===== config.mk =====
export PLATFORM = sky130hd
export DESIGN_NAME = pileup_base_string_parser
export DESIGN_NICKNAME = d
export VERILOG_FILES = /design/src/rtl/pbsp_pkg.sv /design/src/rtl/pbsp_front.sv /design/src/rtl/pbsp_queue.sv /design/src/rtl/pbsp_back.sv /design/src/rtl/pileup_base_string_parser.sv
export VERILOG_INCLUDE_DIRS = /design/src /design/src/rtl
export SDC_FILE = /design/constraint.sdc
export NUM_CORES = 1
export LEC_CHECK = 0
export ABC_AREA = 1
export BUFFER_PORTS_ARGS = -buffer_cell sky130_fd_sc_hd__buf_4
export CORE_ASPECT_RATIO = 0.5
export CORE_MARGIN = 5
export CORE_UTILIZATION = 45
export CTS_CLUSTER_SIZE = 24
export DETAILED_ROUTE_END_ITERATION = 16
export PLACE_DENSITY = 0.6
export SYNTH_ARGS = -nofsm -noshare
export SYNTH_HDL_FRONTEND = slang
export SYNTH_HIERARCHICAL = 1
export SYNTH_SLANG_ARGS = --single-unit

===== constraint.sdc =====
create_clock -name clk -period 6.5 [get_ports clk]
set_input_delay 0 -clock clk [delete_from_list [all_inputs] [get_ports clk]]
set_output_delay 0 -clock clk [all_outputs]
set_load 0.005 [all_outputs]

===== src/rtl/assert_macros.svh =====
// Assertion helpers, compiled out for synthesis
`ifndef ASSERT_MACROS_SVH
`define ASSERT_MACROS_SVH

`ifndef SYNTHESIS
`define ASSERT_SAME_CYCLE(label, clk, rst_n, cond, prop) \
  label: assert property (@(posedge clk) disable iff (!rst_n) (cond) |-> (prop)) \
    else $error("assertion failed");
`define ASSERT_NEXT_CYCLE(label, clk, rst_n, cond, prop) \
  label: assert property (@(posedge clk) disable iff (!rst_n) (cond) |=> (prop)) \
    else $error("assertion failed");
`else
`define ASSERT_SAME_CYCLE(label, clk, rst_n, cond, prop)
`define ASSERT_NEXT_CYCLE(label, clk, rst_n, cond, prop)
`endif

`endif


===== src/rtl/pbsp_pkg.sv =====
`timescale 1ns / 1ps
`default_nettype none
package pbsp_pkg;

  localparam int MAX_INDEL_LEN_DEF    = 1023;
  localparam int MAX_COLUMN_DEPTH_DEF = 32767;

  localparam int LEN_W   = 10;
  localparam int COUNT_W = 15;
  localparam int LEN_FIELD_MAX   = 1023;
  localparam int COUNT_FIELD_MAX = 32767;

  localparam int QUEUE_DEPTH = 4;

  // pileup syntax characters
  localparam logic [7:0] CH_CARET  = 8'h5E;
  localparam logic [7:0] CH_DOLLAR = 8'h24;
  localparam logic [7:0] CH_PLUS   = 8'h2B;
  localparam logic [7:0] CH_MINUS  = 8'h2D;
  localparam logic [7:0] CH_ZERO   = 8'h30;
  localparam logic [7:0] CH_NINE   = 8'h39;

  // upper-case letters; lower case differs only in bit 5
  localparam logic [7:0] CH_A = 8'h41;
  localparam logic [7:0] CH_C = 8'h43;
  localparam logic [7:0] CH_G = 8'h47;
  localparam logic [7:0] CH_T = 8'h54;
  localparam logic [7:0] CASE_MASK = 8'hDF;

  localparam logic [1:0] BASE_A = 2'd0;
  localparam logic [1:0] BASE_C = 2'd1;
  localparam logic [1:0] BASE_G = 2'd2;
  localparam logic [1:0] BASE_T = 2'd3;

  typedef enum logic [3:0] {
    MODE_NORMAL = 4'b0001,
    MODE_MAPQ   = 4'b0010,
    MODE_DIGITS = 4'b0100,
    MODE_SKIP   = 4'b1000
  } mode_t;

  // one queue entry: the results caused by one character
  typedef struct packed {
    logic               has_tok;
    logic [1:0]         code;
    logic               keep;
    logic               has_sum;
    logic [COUNT_W-1:0] count;
  } entry_t;

endpackage
`default_nettype wire


===== src/rtl/pbsp_front.sv =====
`timescale 1ns / 1ps
`default_nettype none
module pbsp_front import pbsp_pkg::*; #(
  parameter int MAX_INDEL_LEN    = MAX_INDEL_LEN_DEF,
  parameter int MAX_COLUMN_DEPTH = MAX_COLUMN_DEPTH_DEF
) (
  input  wire logic       clk,
  input  wire logic       rst_n,
  input  wire logic       accept,
  input  wire logic [7:0] base_char,
  input  wire logic       column_end,
  output logic            push,
  output entry_t          push_data
);

  localparam logic [LEN_W-1:0] LenCap = LEN_W'(
    (MAX_INDEL_LEN < LEN_FIELD_MAX) ? MAX_INDEL_LEN : LEN_FIELD_MAX);
  localparam logic [COUNT_W-1:0] CountCap = COUNT_W'(
    (MAX_COLUMN_DEPTH < COUNT_FIELD_MAX) ? MAX_COLUMN_DEPTH : COUNT_FIELD_MAX);

  mode_t              mode_r, mode_nxt;
  logic [LEN_W-1:0]   len_r, len_nxt;
  logic [LEN_W-1:0]   skip_r, skip_nxt;
  logic [COUNT_W-1:0] kept_r, kept_nxt;

  logic               tok;
  logic               is_digit;
  logic [13:0]        len_acc;
  logic [LEN_W-1:0]   skip_dec;
  logic [LEN_W-1:0]   len_m1;
  logic               kept;
  logic [1:0]         code;

  assign is_digit = (base_char >= CH_ZERO) && (base_char <= CH_NINE);
  // digit value is the low nibble for '0'..'9'
  assign len_acc  = 14'(len_r) * 14'd10 + 14'(base_char[3:0]);
  assign skip_dec = (skip_r != '0) ? skip_r - LEN_W'(1) : skip_r;
  assign len_m1   = len_r - LEN_W'(1);

  always_comb begin
    kept = 1'b1;
    code = BASE_A;
    unique case (base_char & CASE_MASK)
      CH_A:    code = BASE_A;
      CH_C:    code = BASE_C;
      CH_G:    code = BASE_G;
      CH_T:    code = BASE_T;
      default: kept = 1'b0;
    endcase
  end

  always_comb begin
    tok      = 1'b0;
    mode_nxt = mode_r;
    len_nxt  = len_r;
    skip_nxt = skip_r;
    kept_nxt = kept_r;

    unique case (mode_r)
      MODE_MAPQ: mode_nxt = MODE_NORMAL;
      MODE_SKIP: begin
        skip_nxt = skip_dec;
        if (skip_dec == '0) mode_nxt = MODE_NORMAL;
      end
      MODE_DIGITS: begin
        if (is_digit) begin
          len_nxt = (len_acc > 14'(LenCap)) ? LenCap : len_acc[LEN_W-1:0];
        end else if (len_r == '0) begin
          mode_nxt = MODE_NORMAL;
          tok      = 1'b1;
        end else begin
          skip_nxt = len_m1;
          len_nxt  = '0;
          mode_nxt = (len_m1 != '0) ? MODE_SKIP : MODE_NORMAL;
        end
      end
      default: tok = 1'b1;
    endcase

    if (tok) begin
      case (base_char) inside
        CH_CARET: begin
          mode_nxt = MODE_MAPQ;
          tok      = 1'b0;
        end
        CH_DOLLAR: tok = 1'b0;
        CH_PLUS, CH_MINUS: begin
          mode_nxt = MODE_DIGITS;
          len_nxt  = '0;
          tok      = 1'b0;
        end
        default: ;
      endcase
    end

    if (tok && kept && (kept_r < CountCap)) kept_nxt = kept_r + COUNT_W'(1);

    push_data.has_tok = tok;
    push_data.code    = tok ? code : BASE_A;
    push_data.keep    = tok & kept;
    push_data.has_sum = column_end;
    push_data.count   = kept_nxt;
    push              = accept && (tok || column_end);

    // column end clears all parse state, unfinished syntax included
    if (column_end) begin
      mode_nxt = MODE_NORMAL;
      len_nxt  = '0;
      skip_nxt = '0;
      kept_nxt = '0;
    end
  end

  always_ff @(posedge clk) begin
    if (!rst_n) begin
      mode_r <= MODE_NORMAL;
      len_r  <= '0;
      skip_r <= '0;
      kept_r <= '0;
    end else if (accept) begin
      mode_r <= mode_nxt;
      len_r  <= len_nxt;
      skip_r <= skip_nxt;
      kept_r <= kept_nxt;
    end
  end

endmodule
`default_nettype wire


===== src/rtl/pbsp_queue.sv =====
`timescale 1ns / 1ps
`default_nettype none
module pbsp_queue import pbsp_pkg::*; (
  input  wire logic   clk,
  input  wire logic   rst_n,
  input  wire logic   push,
  input  wire entry_t push_data,
  output logic        full,
  input  wire logic   pop,
  output logic        head_valid,
  output entry_t      head
);

  localparam int PtrW = $clog2(QUEUE_DEPTH);
  localparam int CntW = $clog2(QUEUE_DEPTH + 1);

  entry_t            mem_r [QUEUE_DEPTH];
  logic [PtrW-1:0]   wr_ptr_r, rd_ptr_r;
  logic [CntW-1:0]   cnt_r, cnt_nxt;

  assign full       = (cnt_r == CntW'(QUEUE_DEPTH));
  assign head_valid = (cnt_r != '0);
  assign head       = mem_r[rd_ptr_r];

  always_comb begin
    cnt_nxt = cnt_r;
    if (push && !pop) cnt_nxt = cnt_r + CntW'(1);
    if (!push && pop) cnt_nxt = cnt_r - CntW'(1);
  end

  always_ff @(posedge clk) begin
    if (!rst_n) begin
      wr_ptr_r <= '0;
      rd_ptr_r <= '0;
      cnt_r    <= '0;
    end else begin
      cnt_r <= cnt_nxt;
      if (push) wr_ptr_r <= (wr_ptr_r == PtrW'(QUEUE_DEPTH - 1)) ? '0 : wr_ptr_r + PtrW'(1);
      if (pop)  rd_ptr_r <= (rd_ptr_r == PtrW'(QUEUE_DEPTH - 1)) ? '0 : rd_ptr_r + PtrW'(1);
    end
  end

  always_ff @(posedge clk) begin
    if (push) mem_r[wr_ptr_r] <= push_data;
  end

endmodule
`default_nettype wire


===== src/rtl/pbsp_back.sv =====
`timescale 1ns / 1ps
`default_nettype none
module pbsp_back import pbsp_pkg::*; (
  input  wire logic         clk,
  input  wire logic         rst_n,
  input  wire logic         head_valid,
  input  wire entry_t       head,
  output logic              pop,
  output logic              out_valid,
  input  wire logic         out_stall,
  output logic              out_is_summary,
  output logic [1:0]        out_base_code,
  output logic              out_keep,
  output logic [COUNT_W-1:0] out_kept_count,
  output logic              out_last
);

  logic               valid_r;
  logic               tok_done_r, tok_done_nxt;
  logic               is_sum_r;
  logic [1:0]         code_r;
  logic               keep_r;
  logic [COUNT_W-1:0] count_r;
  logic               last_r;

  logic load;
  logic emit_tok;

  assign load     = !valid_r || !out_stall;
  // token beat goes first; summary follows from the same entry
  assign emit_tok = head.has_tok && !tok_done_r;
  assign pop      = load && head_valid && (!emit_tok || !head.has_sum);

  always_comb begin
    tok_done_nxt = tok_done_r;
    if (load && head_valid) tok_done_nxt = emit_tok && head.has_sum;
  end

  always_ff @(posedge clk) begin
    if (!rst_n) begin
      valid_r    <= 1'b0;
      tok_done_r <= 1'b0;
    end else begin
      tok_done_r <= tok_done_nxt;
      if (load) valid_r <= head_valid;
    end
  end

  always_ff @(posedge clk) begin
    if (load && head_valid) begin
      if (emit_tok) begin
        is_sum_r <= 1'b0;
        code_r   <= head.code;
        keep_r   <= head.keep;
        count_r  <= '0;
        last_r   <= 1'b0;
      end else begin
        is_sum_r <= 1'b1;
        code_r   <= BASE_A;
        keep_r   <= 1'b0;
        count_r  <= head.count;
        last_r   <= 1'b1;
      end
    end
  end

  assign out_valid      = valid_r;
  assign out_is_summary = is_sum_r;
  assign out_base_code  = code_r;
  assign out_keep       = keep_r;
  assign out_kept_count = count_r;
  assign out_last       = last_r;

endmodule
`default_nettype wire


===== src/rtl/pileup_base_string_parser.sv =====
// Results go through the queue, then the output register. Throughput: one
// character per cycle unless the queue is full; a character that ends a
// column and gives a token yields a token and a summary beat, so the result
// side sets the pace there (a four-entry queue absorbs short bursts).
// Reset: synchronous, active low; parse state, queue and output cleared.
`timescale 1ns / 1ps
`default_nettype none
`include "assert_macros.svh"
module pileup_base_string_parser import pbsp_pkg::*; #(
  parameter int MAX_INDEL_LEN    = MAX_INDEL_LEN_DEF,
  parameter int MAX_COLUMN_DEPTH = MAX_COLUMN_DEPTH_DEF
) (
  input  wire logic               clk,
  input  wire logic               rst_n,
  input  wire logic               in_valid,
  output logic                    in_stall,
  input  wire logic [7:0]         in_base_char,
  input  wire logic               in_column_end,
  output logic                    out_valid,
  input  wire logic               out_stall,
  output logic                    out_is_summary,
  output logic [1:0]              out_base_code,
  output logic                    out_keep,
  output logic [COUNT_W-1:0]      out_kept_count,
  output logic                    out_last
);

  logic   accept;
  logic   q_push, q_full, q_pop, q_head_valid;
  entry_t q_push_data, q_head;

  assign in_stall = q_full;
  assign accept   = in_valid && !in_stall;

  pbsp_front #(
    .MAX_INDEL_LEN    (MAX_INDEL_LEN),
    .MAX_COLUMN_DEPTH (MAX_COLUMN_DEPTH)
  ) u_front (
    .clk        (clk),
    .rst_n      (rst_n),
    .accept     (accept),
    .base_char  (in_base_char),
    .column_end (in_column_end),
    .push       (q_push),
    .push_data  (q_push_data)
  );

  pbsp_queue u_queue (
    .clk        (clk),
    .rst_n      (rst_n),
    .push       (q_push),
    .push_data  (q_push_data),
    .full       (q_full),
    .pop        (q_pop),
    .head_valid (q_head_valid),
    .head       (q_head)
  );

  pbsp_back u_back (
    .clk            (clk),
    .rst_n          (rst_n),
    .head_valid     (q_head_valid),
    .head           (q_head),
    .pop            (q_pop),
    .out_valid      (out_valid),
    .out_stall      (out_stall),
    .out_is_summary (out_is_summary),
    .out_base_code  (out_base_code),
    .out_keep       (out_keep),
    .out_kept_count (out_kept_count),
    .out_last       (out_last)
  );

  `ASSERT_SAME_CYCLE(a_no_push_full, clk, rst_n, q_full, !q_push)
  `ASSERT_SAME_CYCLE(a_pop_nonempty, clk, rst_n, q_pop, q_head_valid)
  `ASSERT_SAME_CYCLE(a_end_queued, clk, rst_n, accept && in_column_end, q_push)
  `ASSERT_NEXT_CYCLE(a_sum_last, clk, rst_n, q_pop && q_head.has_sum, out_valid && out_last)

endmodule
`default_nettype wire


Yosys cells after proc, flatten, opt, wreduce, memory -nomap -nowiden
Memories as Yosys holds them, arrays and structs flattened. A register that Yosys moved wholly into a read port is not among the register bits.
Cells that the tools add are included.
{"block": "totals", "register_bits": 67, "ramBits": 80, "inputBits": 13, "output_inout_bits": 22, "wordCells": 122, "mem_count": 1}
{"block": "op_classes", "add_sub_neg": 8, "n_mul": 1, "magnitude_cmp": 4, "eq_ne": 16, "muxes": 45, "bitwise_logic": 1, "n_reduce_logical": 33}
{"name": "u_queue.mem_r", "words": 4, "width": 20, "rd": 1, "rd_ports_with_merged_regs": 1, "write_ports": 1, "line": "pbsp_queue.sv:17", "source": "entry_t mem_r [QUEUE_DEPTH];"}
{"operator": "$mux W10", "n": 13}
{"operator": "$mux W4", "n": 9}
{"operator": "$mux W15", "n": 2}
{"operator": "$eq A7 B6 Y1 const B", "n": 4}
{"operator": "$eq A8 B6 Y1 const B", "n": 3}
{"operator": "$logic_not A10 Y1", "n": 2}
{"operator": "$pmux W10 S2", "n": 1}
{"operator": "$reduce_bool A10 Y1", "n": 2}
{"operator": "$sub A10 B1 Y10 const B", "n": 2}
{"operator": "$add A15 B1 Y15 const B", "n": 1}
{"operator": "$lt A15 B15 Y1 const B", "n": 1}
{"operator": "$add A14 B4 Y14", "n": 1}
{"operator": "$gt A14 B10 Y1 const B", "n": 1}
{"operator": "$mul A10 B3 Y13 const B", "n": 1}
{"operator": "$pmux W4 S3", "n": 1}
{"operator": "$logic_and A1 B1 Y1", "n": 11}
{"operator": "$mux W1", "n": 10}
{"operator": "$mux W2", "n": 5}
{"operator": "$eq A8 B7 Y1 const B", "n": 1}
{"operator": "$ge A8 B6 Y1 const B", "n": 1}
{"operator": "$le A8 B6 Y1 const B", "n": 1}
{"operator": "$logic_not A1 Y1", "n": 8}
{"operator": "$mux W3", "n": 2}
{"operator": "$ne A3 B3 Y1 const B", "n": 2}
{"operator": "other kinds (17)", "n": 23}

Depth between registers and ports, before layout
Gate-level depths: netlist (run 1).
{"block": "depth", "depth_word": 11, "ltp_mapped": 20, "ltp_nobuf": 20}

Cells and area by module
The synthesis (run 1) kept the hierarchy.
{"mod": "pbsp_front", "n_inst": 1, "cells_each": 679, "area_per_inst_um2": 4006.3, "seq_area_each_um2": 780.7}
{"mod": "pbsp_queue", "n_inst": 1, "cells_each": 254, "area_per_inst_um2": 3408.3, "seq_area_each_um2": 2582.5}
{"mod": "pbsp_back", "n_inst": 1, "cells_each": 72, "area_per_inst_um2": 913.4, "seq_area_each_um2": 610.6}
{"mod": "pileup_base_string_parser", "n_inst": 1, "cells_each": 2, "area_per_inst_um2": 10.0, "seq_area_each_um2": 0.0}

Least setup slack after synthesis (run 1)
Ideal clock, no wire load.
{"block": "synth_timing", "path_kind": "reg-to-reg", "start": "reg u_front.len_r[1]", "end": "reg u_queue.cnt_r[1]", "setup_time_ps": 70, "arrival_time_ps": 2549, "required_time_ps": 6430, "setup_slack_ps": 3881, "stages_incl_launch_ff": 16, "path_buffers": 0, "period_less_slack_ps": 2619, "cell_sequence": "dfxtp_1 > inv_1 > ha_1 > nand2_2 > nor2_4 > nand2_2 > nor2_4 > nand3_4 > a21boi_4 > nand2_4 > a21oi_1 > inv_2 > ha_1 > inv_1 > fa_1 > a21oi_1"}
{"block": "synth_via", "elab_chain_cells": 10, "word_cells_on_any_way": 12, "cone_classes": "5 x mux; 7 x reduce/logical"}
{"element": "from (decl)", "line": "pbsp_front.sv:22", "source": "logic [LEN_W-1:0] len_r, len_nxt;"}
{"element": "from (signal assigned)", "line": "pbsp_front.sv:122", "source": "len_r <= len_nxt;"}
{"element": "$logic_not A10 Y1 (*)", "line": "pbsp_front.sv:68", "source": "end else if (len_r == '0) begin"}
{"element": "$mux W1 (*)", "line": "pbsp_front.sv:68"}
{"element": "$mux W1 (*)", "line": "pbsp_front.sv:66", "source": "if (is_digit) begin"}
{"element": "$pmux W1 S2 (*)", "line": "pbsp_front.sv:59", "source": "unique case (mode_r)"}
{"element": "$mux W1 (*)", "line": "pbsp_front.sv:80", "source": "if (tok) begin"}
{"element": "$logic_or A1 B1 Y1 (*)", "line": "pbsp_front.sv:103", "source": "push = accept && (tok || column_end);"}
{"element": "$logic_and A1 B1 Y1 (*)", "line": "pbsp_front.sv:103"}
{"element": "named net q_push", "line": "pileup_base_string_parser.sv:29", "source": "logic q_push, q_full, q_pop, q_head_valid;"}
{"element": "$logic_not A1 Y1", "line": "pbsp_queue.sv:28", "source": "if (!push && pop) cnt_nxt = cnt_r - CntW'(1);"}
{"element": "$logic_and A1 B1 Y1", "line": "pbsp_queue.sv:28"}
{"element": "$mux W3 / $reduce_bool A2 Y1 (equally long branches)"}
{"element": "to (signal assigned)", "line": "pbsp_queue.sv:37", "source": "cnt_r <= cnt_nxt;"}
{"element": "to (decl)", "line": "pbsp_queue.sv:19", "source": "logic [CntW-1:0] cnt_r, cnt_nxt;"}
The timed path passes the listed nets; every way through them passes the cells marked *.
A chain may end at the register's enable or synchronous reset.

==> summary.json, run 1 <==
{
  "finish": {
    "antenna_cells": 0,
    "final_common_cell": "nand2_1",
    "finish.net_count": 1081,
    "nFillCells": 1669,
    "layout.cells.most_common_list": "215 x nand2_1, 133 x inv_1, 118 x nor2_1, 99 x edfxtp_1, 67 x nand3_1",
    "sequential_cell_area_um2": 3974,
    "areaGrowthSynthToFinish_pct": 12.18,
    "layout-drive-gt1-share_pct": 10.58,
    "multi_input_comb_area_um2": 3640
  },
  "cts": {
    "buffer_type_at_the_clock_tree_root": "clkbuf_16",
    "cts.sink_count": 149,
    "cts_max_path_buffers": 2,
    "cts.repair_timing.setup_buffer_count": 0,
    "worst_skew_pair.late_latency_ns": 0.42,
    "post_cts_resize_count": 0,
    "cts-buffers-inserted": 17,
    "tritoncts": "yes",
    "ctsHtreeMaxLevel": 4,
    "worst_setup_hold_path_clk_slew_ns": 0.07
  },
  "logic_synthesis": {
    "synth.distinct_cells": 44,
    "synthesis.instances": 1007,
    "ys_seq_elements": 149,
    "synthesis.area_per_instance_um2": 8.280,
    "synthesis.yosys.warnings": 6,
    "synth_fp_nets": 1052,
    "synth_area_um2": 8338,
    "ys_seq_area_share_pct": 47.66
  },
  "setup_path": {
    "worstPathArrival_ns": 3.85,
    "worstPathRequired_ns": 6.81,
    "critPathCaptureType": "flop",
    "terminus_of_the_critical_flop_to_flop_path": "u_queue/cnt_r[2]",
    "critPathMaxFanout": 21,
    "critical_path_class": "flop to flop",
    "register_to_register_setup_slack_ns": 2.96,
    "worst_r2r_path_depth": 15,
    "critPathLaunchType": "flop"
  },
  "worst_hold_path": {
    "hold-path-endpoint": "u_front/len_r[0]",
    "timing.hold.worst.start": "in_base_char[0]",
    "whs_path_depth": 7,
    "holdCritPathClass": "input port to flop"
  },
  "global_route": {
    "use_met1_pct": 23.98,
    "grt_util_all_layers_pct": 17.55,
    "first_pass_grt_wire_length_mm": 30.84,
    "gr-max-usage-layer": "met2",
    "grt.met2_usage_pct": 29.41,
    "gr-usage-met3_pct": 3.292,
    "maximum_number_of_pins_on_one_net_before_global_route_repair": 42,
    "grt_pass1_vias": 6283,
    "antenna_found_initial": 0,
    "global_route.overflow_total": 0
  },
  "place": {
    "hpwlAfterDp_mm": 12.72,
    "dpl_worst_slack_ns": 2.959,
    "port_buffers": 34,
    "place_congestion": 0.8546
  },
  "timing": {
    "timing.max_slew.rel_slack_pct": 29.28,
    "layout_worst_path_cycle_share_pct": 54.40,
    "rsz0062_at_grt": "false",
    "worst-slew-pin-transition_ns": 1.060,
    "timing_hold_violations_final": 0,
    "period_minus_slack_ns": 3.536,
    "slew_violations": 0,
    "timing.fmax_mhz": 282.8,
    "setup_viol_count_final": 0,
    "finClkSkew_ns": 0.01799,
    "finalWorstSetupSlack_ns": 2.964,
    "fin_tns_setup_ns": 0
  },
  "power_and_ir_drop": {
    "power_per_cell_area_nw_per_um2": 344.5,
    "vdd.ir_drop.worst_uv": 134.6,
    "switchingPower_w": 0.001164,
    "seqPwrFrac_pct": 39.7,
    "clock_power_share_pct": 30.0,
    "int_power_w": 0.002058,
    "power.share.switching_pct": 36.13,
    "leakagePower_nw": 3.919,
    "combinationalPowerShare_pct": 30.3
  },
  "route": {
    "routedWlPerCell_um": 14.40,
    "first_pass_iters": 4,
    "drtIter0Drc": 416,
    "drtAntennaViolNets": 0,
    "detail_routed_via_count_per_cell": 5.126,
    "routed-via-count": 6607,
    "wirelength_mm": 18.56,
    "drc_errors": 0
  },
  "floorplanning": {
    "dieArea_um2": 21520,
    "initial_core_util_pct": 45.55,
    "num_io_pins": 35,
    "die_w_um": 202.5,
    "coreArea_um2": 18310,
    "floorplan.rows": 35,
    "fp.dieH_um": 106.3
  },
  "job": {
    "max_cap_violations": 0
  },
  "outcome": {
    "run_status": "finished, final reports clean"
  }
}
synthesized netlist by cell type (all sizes together):
cell      n  area, um^2
a211oi    4       30.03
a21boi    2       26.28
a21oi    63       319.1
a221oi    1       8.760
a31oi     1       6.260
and2      2       12.51
buf      20       150.1
clkbuf   11       41.29
clkinv    2       7.510
dfxtp    50        1001
edfxtp   99        2973
fa        3       60.06
ha       29       362.9
inv     138       525.5
nand2   230       915.9
nand3    70       372.9
nand3b    1       7.510
nand4    20       125.1
nor2    134       608.1
nor3     15       97.59
nor4      3       18.77
o21a      1       7.510
o21ai    62       310.3
o22ai    20       125.1
or2       1       6.260
xnor2     2       17.52
xor2     23       201.4
how the worst max path moves through the flow:
stage | end | slack (ns) | from | depth (start not counted)
after global routing | u_queue/cnt_r[2] | 2.65 | flop | 15
after detailed placement | u_queue/cnt_r[2] | 2.96 | flop | 15
final | u_queue/cnt_r[2] | 2.96 | flop | 15
after floorplan | u_queue/cnt_r[1] | 3.88 | u_front/len_r[1] | 15
after global placement | u_queue/cnt_r[2] | 3.12 | flop | 15
after CTS | u_queue/cnt_r[2] | 2.96 | flop | 15
repair_timing:
| item | CTS | global route |
|---|---|---|
| endpoints found under the setup margin | 0 | 0 |
| endpoints found under the hold margin | 19 | 0 |
| hold buffers | 5 | 0 |
cell families (layout without fill, tap and decap cells):
kind of cell / Yosys count / after routing / synth area share, %
simple gates: 476 / 476 / 25.96
buf+inv: 171 / 213 / 8.689
compound gates: 154 / 154 / 9.994
flops: 149 / 149 / 47.66
fa+ha+maj: 32 / 32 / 5.072
xor+xnor: 25 / 25 / 2.626
state kept, by name, summed over array words and instances (netlist names), named ones only:
signal,count
u_back/out_base_code,2
u_back/out_is_summary,1
u_back/out_keep,1
u_back/out_kept_count,15
u_back/out_valid,1
u_back/tok_done_r,1
u_front/kept_r,15
u_front/len_r,10
u_front/mode_r,4
u_front/skip_r,10
u_queue/cnt_r,3
u_queue/mem_r,80
u_queue/rd_ptr_r,2
u_queue/wr_ptr_r,2
stage by stage:
stage	cells	util [%]	total power (W)	cell area [um^2]	hold slack, ns
after floorplan	1007	-	0.001999	8338	0.1213
after global placement	1252	47.62	0.002254	8717	0.2979
after detailed placement	1252	47.62	0.002275	8717	0.3080
after CTS	1289	51.10	0.003252	9354	0.09594
after global routing	1289	51.10	0.003418	9354	0.1535
final	1289	51.10	0.003222	9354	0.1169
routing by layer:
metal | part of all wire, % | wire (um) | vias to the layer above
met3 | 3.4 | 632 | 11
met2 | 46 | 8592 | 121
li1 | - | - | 3381
met1 | 50 | 9196 | 3094
met5 | 0 | 0 | -
met4 | 0.76 | 142 | 0
final cells by class:
cell class                      count  area share, %
Sequential cell                   149          42.48
Clock buffer                       17          4.548
Inverter                          140          5.698
Clock inverter                     15          1.726
Timing Repair Buffer               41          3.424
Multi-Input combinational cell    687          38.91
Tap cell                          240          3.210
power by group through the flow:
stage	clock, W	combinational [W]	sequential [W]
after detailed placement	0	0.000974	0.00130
after CTS	0.000987	0.000985	0.00128
final	0.000967	0.000977	0.00128
after floorplan	0	0.000717	0.00128
after global placement	0	0.000958	0.00130
after global routing	0.00103	0.00109	0.00130
worst max-delay path, cell delays in order, from the launching register on:
cell and delay [ns]:
dfxtp_1 0.79, clkinv_1 0.76, o21ai_1 0.28, o22ai_1 0.16
nand2_4 0.15, nor2_1 0.06, nor2_1 0.20, ha_1 0.22
inv_1 0.07, fa_1 0.38, inv_1 0.07, nand2_1 0.07
nand3_1 0.07, nand2_1 0.05, inv_1 0.05, nor2_1 0.04
Note: power is estimated with default switching activity, not from simulation.
==> run 2, diff against run 1 <==
- ABC_AREA: 1 -> 0
- PLACE_DENSITY: 0.6 -> 0.63
- clock period: 6.5 -> 3.2 ns (I/O delays scaled with it)
==> run 2 against run 1 <==
Against the previous run: global-route usage is essentially flat; area after synthesis shrank 2.4%; first-iteration DRC count grew 40%; via count shrank 9.2%; die area shrank 2.2%; critical endpoint unchanged; largest cell class unchanged; largest power group unchanged; highest routed layer unchanged.
==> summary.json, run 2 <==
{
  "floorplanning": {
    "coreArea_um2": 17570,
    "floorplan.rows": 34,
    "fp.dieH_um": 105.1,
    "num_io_pins": 35,
    "initial_core_util_pct": 46.33,
    "dieArea_um2": 21040,
    "die_w_um": 200.2
  },
  "finish": {
    "antenna_cells": 0,
    "multi_input_comb_area_um2": 3941,
    "nFillCells": 1514,
    "finish.instance_area_um2": 9499,
    "top_register": "u_queue/mem_r",
    "layout.cells.most_common_list": "99 x edfxtp_1, 70 x buf_4, 48 x dfxtp_1, 44 x nor2_1, 43 x nand2_1",
    "largest_reg_flops": 80,
    "final_common_cell": "edfxtp_1",
    "finish.net_count": 828,
    "sequential_cell_area_um2": 3979,
    "areaGrowthSynthToFinish_pct": 16.69,
    "layout-drive-gt1-share_pct": 22.61
  },
  "global_route": {
    "first_pass_grt_wire_length_mm": 29.90,
    "antenna_found_initial": 0,
    "grt_util_all_layers_pct": 17.55,
    "grt_pass1_vias": 5835,
    "global_route.overflow_total": 0,
    "maximum_number_of_pins_on_one_net_before_global_route_repair": 24
  },
  "route": {
    "routedWlPerCell_um": 17.69,
    "first_pass_iters": 6,
    "drc_errors": 0,
    "routed-via-count": 6000,
    "detail_routed_via_count_per_cell": 5.825,
    "drtIter0Drc": 581,
    "drtAntennaViolNets": 0,
    "wirelength_mm": 18.23
  },
  "setup_path": {
    "critical_path_class": "flop to flop",
    "register_to_register_setup_slack_ns": 0.05,
    "r2r-start": "u_front/len_r[1]",
    "worstPathArrival_ns": 3.51,
    "critical_path_cell_count": 15,
    "setup.worst_path.start": "u_front/len_r[1]",
    "critPathCaptureType": "flop",
    "crit_chain": "inv_4, ha_4, or4b_4, or4_4, o21ai_4, nand2_2, a211oi_4, o21a_1, inv_2, ha_4, inv_2, fa_2, xor2_1, or3_1, a21boi_1",
    "terminus_of_the_critical_flop_to_flop_path": "u_queue/cnt_r[2]",
    "critPathMaxFanout": 4,
    "worst_path_dominant_cell_family": "simple AND/OR/NAND/NOR gates",
    "crit_buf_inv": 3,
    "cpMaxStageDelayCell": "or4_4",
    "worstSetupEndpoint": "u_queue/cnt_r[2]",
    "critPathLaunchType": "flop",
    "worstPathRequired_ns": 3.56,
    "worst_r2r_path_depth": 15,
    "crit_path_max_incr_delay_ns": 0.54
  },
  "logic_synthesis": {
    "synth_simple_gate_area_share_pct": 18.64,
    "synth_top_cells_by_area": "edfxtp_1 37%, dfxtp_1 12%, mux4_2 5.5%, ha_1 4.5%, xnor2_1 2.9%",
    "synth_xor_xnor_area_share_pct": 4.196,
    "synth_area_um2": 8140,
    "yosysTopAreaCellShare_pct": 36.52,
    "synth_fp_nets": 772,
    "synth_compound_gate_area_share_pct": 13.14,
    "synthArstFlopShare_pct": 0,
    "synth_fa_ha_area_share_pct": 5.195,
    "synth_flop_cell": "edfxtp_1",
    "yosys.area.top_type": "edfxtp_1",
    "synthesis.area_per_instance_um2": 11.20,
    "synthesis.yosys.warnings": 6,
    "synth.distinct_cells": 88,
    "synth_enable_flop_cells": 99,
    "ys_seq_area_share_pct": 48.82,
    "synth.most_common_cell": "edfxtp_1",
    "post_synth_most_frequent_cells": "99 x edfxtp_1, 50 x dfxtp_1, 44 x nor2_1, 43 x nand2_1, 40 x a21oi_1",
    "ys_seq_elements": 149,
    "synth_top_family_by_area": "simple AND/OR/NAND/NOR gates",
    "mux_cell_area_share_after_synthesis_pct": 6.532,
    "synthesis.instances": 727
  },
  "timing": {
    "period_minus_slack_ns": 3.154,
    "timing_hold_violations_final": 0,
    "worst-slew-pin-transition_ns": 0.8252,
    "finClkSkew_ns": 0.01303,
    "timing.max_slew.rel_slack_pct": 44.21,
    "layout_worst_path_cycle_share_pct": 98.56,
    "rsz0062_at_grt": "true",
    "slew_violations": 0,
    "timing.fmax_mhz": 317.1,
    "setup_viol_count_final": 0
  },
  "power_and_ir_drop": {
    "seqPwrFrac_pct": 45.0,
    "int_power_w": 0.004014,
    "power_per_cell_area_nw_per_um2": 582.2,
    "combinationalPowerShare_pct": 21.4,
    "clock_power_share_pct": 33.6,
    "power.share.switching_pct": 27.42,
    "vdd.ir_drop.worst_uv": 325.2,
    "leakagePower_nw": 3.488,
    "switchingPower_w": 0.001516,
    "report.power.total_w": 0.005530
  },
  "cts": {
    "tritoncts": "yes",
    "buffer_type_at_the_clock_tree_root": "clkbuf_16",
    "ctsHtreeMaxLevel": 4,
    "cts.sink_count": 149,
    "worst_skew_pair.late_latency_ns": 0.43,
    "cts_max_path_buffers": 2,
    "cts-buffers-inserted": 17,
    "worst_setup_hold_path_clk_slew_ns": 0.06
  },
  "outcome": {
    "run_status": "finished, final reports clean"
  },
  "place": {
    "place_congestion": 0.8646,
    "hpwlAfterDp_mm": 12.26,
    "post_place_cell_area_um2": 8867,
    "port_buffers": 34
  },
  "job": {
    "max_cap_violations": 0
  },
  "worst_hold_path": {
    "holdCritPathClass": "input port to flop"
  }
}
[run 2: worst min-delay path, delay by kind of cell]
family | cells | cell delay, ns
AOI/OAI and AO/OA | 2 | 0.17
buffers and inverters | 1 | 0.13
adders and majority gates | 1 | 0.13
[run 2: repair_timing]
item | 4_1_cts | 5_1_grt
hold buffers | 5 | 0
gates cloned | 0 | 0
pin swaps | 0 | 2
endpoints found under the hold margin | 20 | 0
endpoints found under the setup margin | 1 | 4
resized for setup | 1 | 3
setup buffers | 0 | 2
[run 2: worst min-delay path by stage]
stage / startpoint / endpoint / cells past startpoint
final: in_base_char[1] / u_front/len_r[1] / 4
after detailed placement: out_stall / u_back/out_valid / 3
after global routing: in_valid / u_front/skip_r[9] / 4
after global placement: out_stall / u_back/out_valid / 3
after floorplan: rst_n / u_queue/cnt_r[0] / 1
after CTS: in_base_char[1] / u_front/len_r[1] / 4
[run 2: through the flow]
step                      hold WS [ns]  TNS, ns  instances  worst slack [ns]  utilization, %
after CTS                      0.04067        0       1028          0.007618           53.86
after global routing            0.1268  -0.1700       1030           -0.1133           54.07
final                          0.05797        0       1030           0.04611           54.07
after detailed placement        0.2843        0        991           0.01616           50.47
after global placement          0.2649        0        991           0.08201           50.47
after floorplan                 0.1217  -0.6505        727           -0.2961               -
[run 2: power groups by stage]
stage	Sequential [W]	Combinational (W)	Clock (W)
after detailed placement	0.00253	0.00118	0
after global placement	0.00252	0.00117	0
after floorplan	0.00253	0.000721	0
final	0.00249	0.00118	0.00186
after global routing	0.00252	0.00131	0.00199
after CTS	0.00249	0.00119	0.00191
[run 2: logic make-up (layout without fill, tap and decap cells)]
kind of cell | Yosys count | in the layout
XOR/XNOR | 39 | 39
adder cells (fa/ha/maj) | 32 | 32
multiplexers | 28 | 28
flip-flops | 149 | 149
buffers and inverters | 64 | 133
AO/OA/AOI/OAI | 158 | 158
AND/OR/NAND/NOR | 257 | 257
[run 2: area by class of cell]
| cell class | instances | share of cell area [%] |
|---|---|---|
| well taps | 234 | 3.082 |
| clock buffers | 18 | 4.518 |
| flip-flops and latches | 149 | 41.89 |
| inverters | 22 | 0.8957 |
| clock inverters | 14 | 1.225 |
| multi-input cells | 514 | 41.49 |
| repair buffers | 79 | 6.902 |
[run 2: per-layer routing]
layer  vias to the layer above  wire length [um]  GRT usage (%)
li1                       2886                 -              -
met1                      2896              8366          23.04
met2                       191              8569          29.13
met3                        27               996          3.652
met4                         0               293          6.431
met5                         -                 0              0
==> run 3, diff against run 2 <==
- BUFFER_PORTS_ARGS: -buffer_cell sky130_fd_sc_hd__buf_4 -> -buffer_cell sky130_fd_sc_hd__clkbuf_2
==> run 3 against run 2 <==
Against the previous run: the flow now finishes with violations (negative setup slack); non-clock buffer count grew 2; count of clock-buffer cells in the layout grew 1; critical path type unchanged; clock power grew 4%; routed wire length shrank 1.9%; combinational power shrank 7%; clock skew shrank 0.0038 ns; largest cell class unchanged; die area is the same.
==> summary.json, run 3 (same netlist as run 2, synthesis figures left out) <==
{
  "finish": {
    "layout.cells.non_filler": 1032,
    "areaGrowthSynthToFinish_pct": 15.82,
    "largest_reg_flops": 80,
    "finish.net_count": 830,
    "nFillCells": 1480,
    "layout.cells.most_common_list": "99 x edfxtp_1, 48 x dfxtp_1, 44 x nor2_1, 43 x nand2_1, 42 x buf_4",
    "top_register": "u_queue/mem_r",
    "finish.instance_area_um2": 9428,
    "utilization_pct": 53.66,
    "final_common_cell": "edfxtp_1",
    "layout-drive-gt1-share_pct": 23.06,
    "antenna_cells": 0
  },
  "route": {
    "routedWlPerCell_um": 17.32,
    "detail_routed_via_count_per_cell": 5.751,
    "first_pass_iters": 5,
    "drc_errors": 0,
    "wirelength_mm": 17.88,
    "drtAntennaViolNets": 0,
    "drtIter0Drc": 438,
    "routed-via-count": 5935
  },
  "global_route": {
    "grt_pass1_vias": 5738,
    "first_pass_grt_wire_length_mm": 29.67,
    "antenna_found_initial": 0,
    "maximum_number_of_pins_on_one_net_before_global_route_repair": 24,
    "grt_util_all_layers_pct": 17.31,
    "global_route.overflow_total": 0
  },
  "worst_hold_path": {
    "holdCritPathClass": "input port to flop"
  },
  "power_and_ir_drop": {
    "power_per_cell_area_nw_per_um2": 585.8,
    "vdd.ir_drop.worst_uv": 260.7,
    "leakagePower_nw": 3.477
  },
  "cts": {
    "worst_setup_hold_path_clk_slew_ns": 0.06,
    "tritoncts": "yes",
    "buffer_type_at_the_clock_tree_root": "clkbuf_16",
    "worst_skew_pair.late_latency_ns": 0.42,
    "cts-buffers-inserted": 17,
    "cts_max_path_buffers": 2,
    "ctsHtreeMaxLevel": 4,
    "cts.sink_count": 149
  },
  "setup_path": {
    "cpMaxStageDelayCell": "or4_4",
    "crit_chain": "inv_4, ha_4, or4b_4, or4_4, o21ai_4, nand2_2, a211oi_2, o21a_1, inv_2, ha_4, inv_2, fa_2, xor2_1, or3_1, a21boi_1",
    "critPathCaptureType": "flop",
    "worstPathArrival_ns": 3.56,
    "crit_path_max_incr_delay_ns": 0.59,
    "critPathMaxFanout": 3,
    "worstPathRequired_ns": 3.56,
    "critPathLaunchType": "flop",
    "critical_path_class": "flop to flop"
  },
  "timing": {
    "finalWorstSetupSlack_ns": -0.008349,
    "timing.fmax_mhz": 311.7,
    "layout_worst_path_cycle_share_pct": 100.3,
    "worst-slew-pin-transition_ns": 0.6731,
    "slew_violations": 0,
    "setup_viol_count_final": 1,
    "period_minus_slack_ns": 3.208,
    "timing_hold_violations_final": 0,
    "timing.max_slew.rel_slack_pct": 54.88,
    "rsz0062_at_grt": "true",
    "finClkSkew_ns": 0.009210,
    "fin_tns_setup_ns": -0.008349
  },
  "place": {
    "post_place_cell_area_um2": 8812,
    "dpl_worst_slack_ns": 0.01220,
    "port_buffers": 34,
    "hpwlAfterDp_mm": 12.43,
    "placedCellCount": 995,
    "place_congestion": 0.8767
  },
  "outcome": {
    "violations": "negative setup slack",
    "run_status": "finished with violations"
  },
  "job": {
    "max_cap_violations": 0
  },
  "floorplanning": {
    "initial_core_util_pct": 46.33,
    "dieArea_um2": 21040,
    "num_io_pins": 35,
    "fp.dieH_um": 105.1,
    "floorplan.rows": 34,
    "coreArea_um2": 17570,
    "die_w_um": 200.2
  }
}
==> run 3: worst paths after layout <==
check | from | to | slack, ns | cells after the start
setup / recovery | u_front/len_r[1] | u_queue/cnt_r[2] | -0.008 | 15
hold / removal | in_base_char[0] | u_front/len_r[0] | 0.05 | 3
setup reg to reg | u_front/len_r[1] | u_queue/cnt_r[2] | -0.008 | 15
hold reg to reg | u_queue/cnt_r[2] | u_queue/cnt_r[2] | 0.50 | 2
==> run 3: routing by layer <==
layer / global-route usage (%) / up-vias / routed length [um]
met3: 3.776 / 17 / 805
met2: 28.40 / 141 / 8428
met4: 4.958 / 0 / 227
met5: 0 / - / 0
li1: - / 2893 / -
met1: 23.42 / 2884 / 8416
==> run 3: report_power, final <==
group	switching (W)	internal (W)
sequential	0.0000899	0.00239
clock	0.000846	0.00110
combinational	0.000564	0.000534
total	0.00150	0.00402
==> run 3: layout make-up <==
class | instances | area, um^2 | share of cell area, %
inverter | 22 | 85.08 | 0.9025
clock inverter | 13 | 136.4 | 1.447
multi-input combinational | 514 | 3926 | 41.65
clock buffer | 19 | 432.9 | 4.592
tap | 234 | 292.8 | 3.106
timing repair buffer | 81 | 575.6 | 6.105
sequential | 149 | 3979 | 42.20
==> run 3: critical path, delay by kind of cell (launching register included) <==
kind,cells,cell delay (ns)
AO/OA/AOI/OAI,4,0.67
XOR/XNOR,1,0.07
AND/OR/NAND/NOR,4,1.42
flip-flops,1,0.35
buffers and inverters,3,0.17
adder cells (fa/ha/maj),3,0.46
==> run 3: what timing repair did <==
item,in CTS,in global routing
endpoints found under the setup margin,1,4
pin swaps,1,3
buffers inserted,0,4
hold buffers,1,0
endpoints found under the hold margin,1,0
resized for setup,0,2
==> run 3: stage by stage <==
step | power, W | hold slack, ns
4_1_cts | 0.005604 | 0.04399
5_1_grt | 0.005809 | 0.07931
3_3_place_gp | 0.003610 | 0.2790
2_1_floorplan | 0.003251 | 0.1217
3_5_place_dp | 0.003648 | 0.3019
6_report | 0.005523 | 0.05338
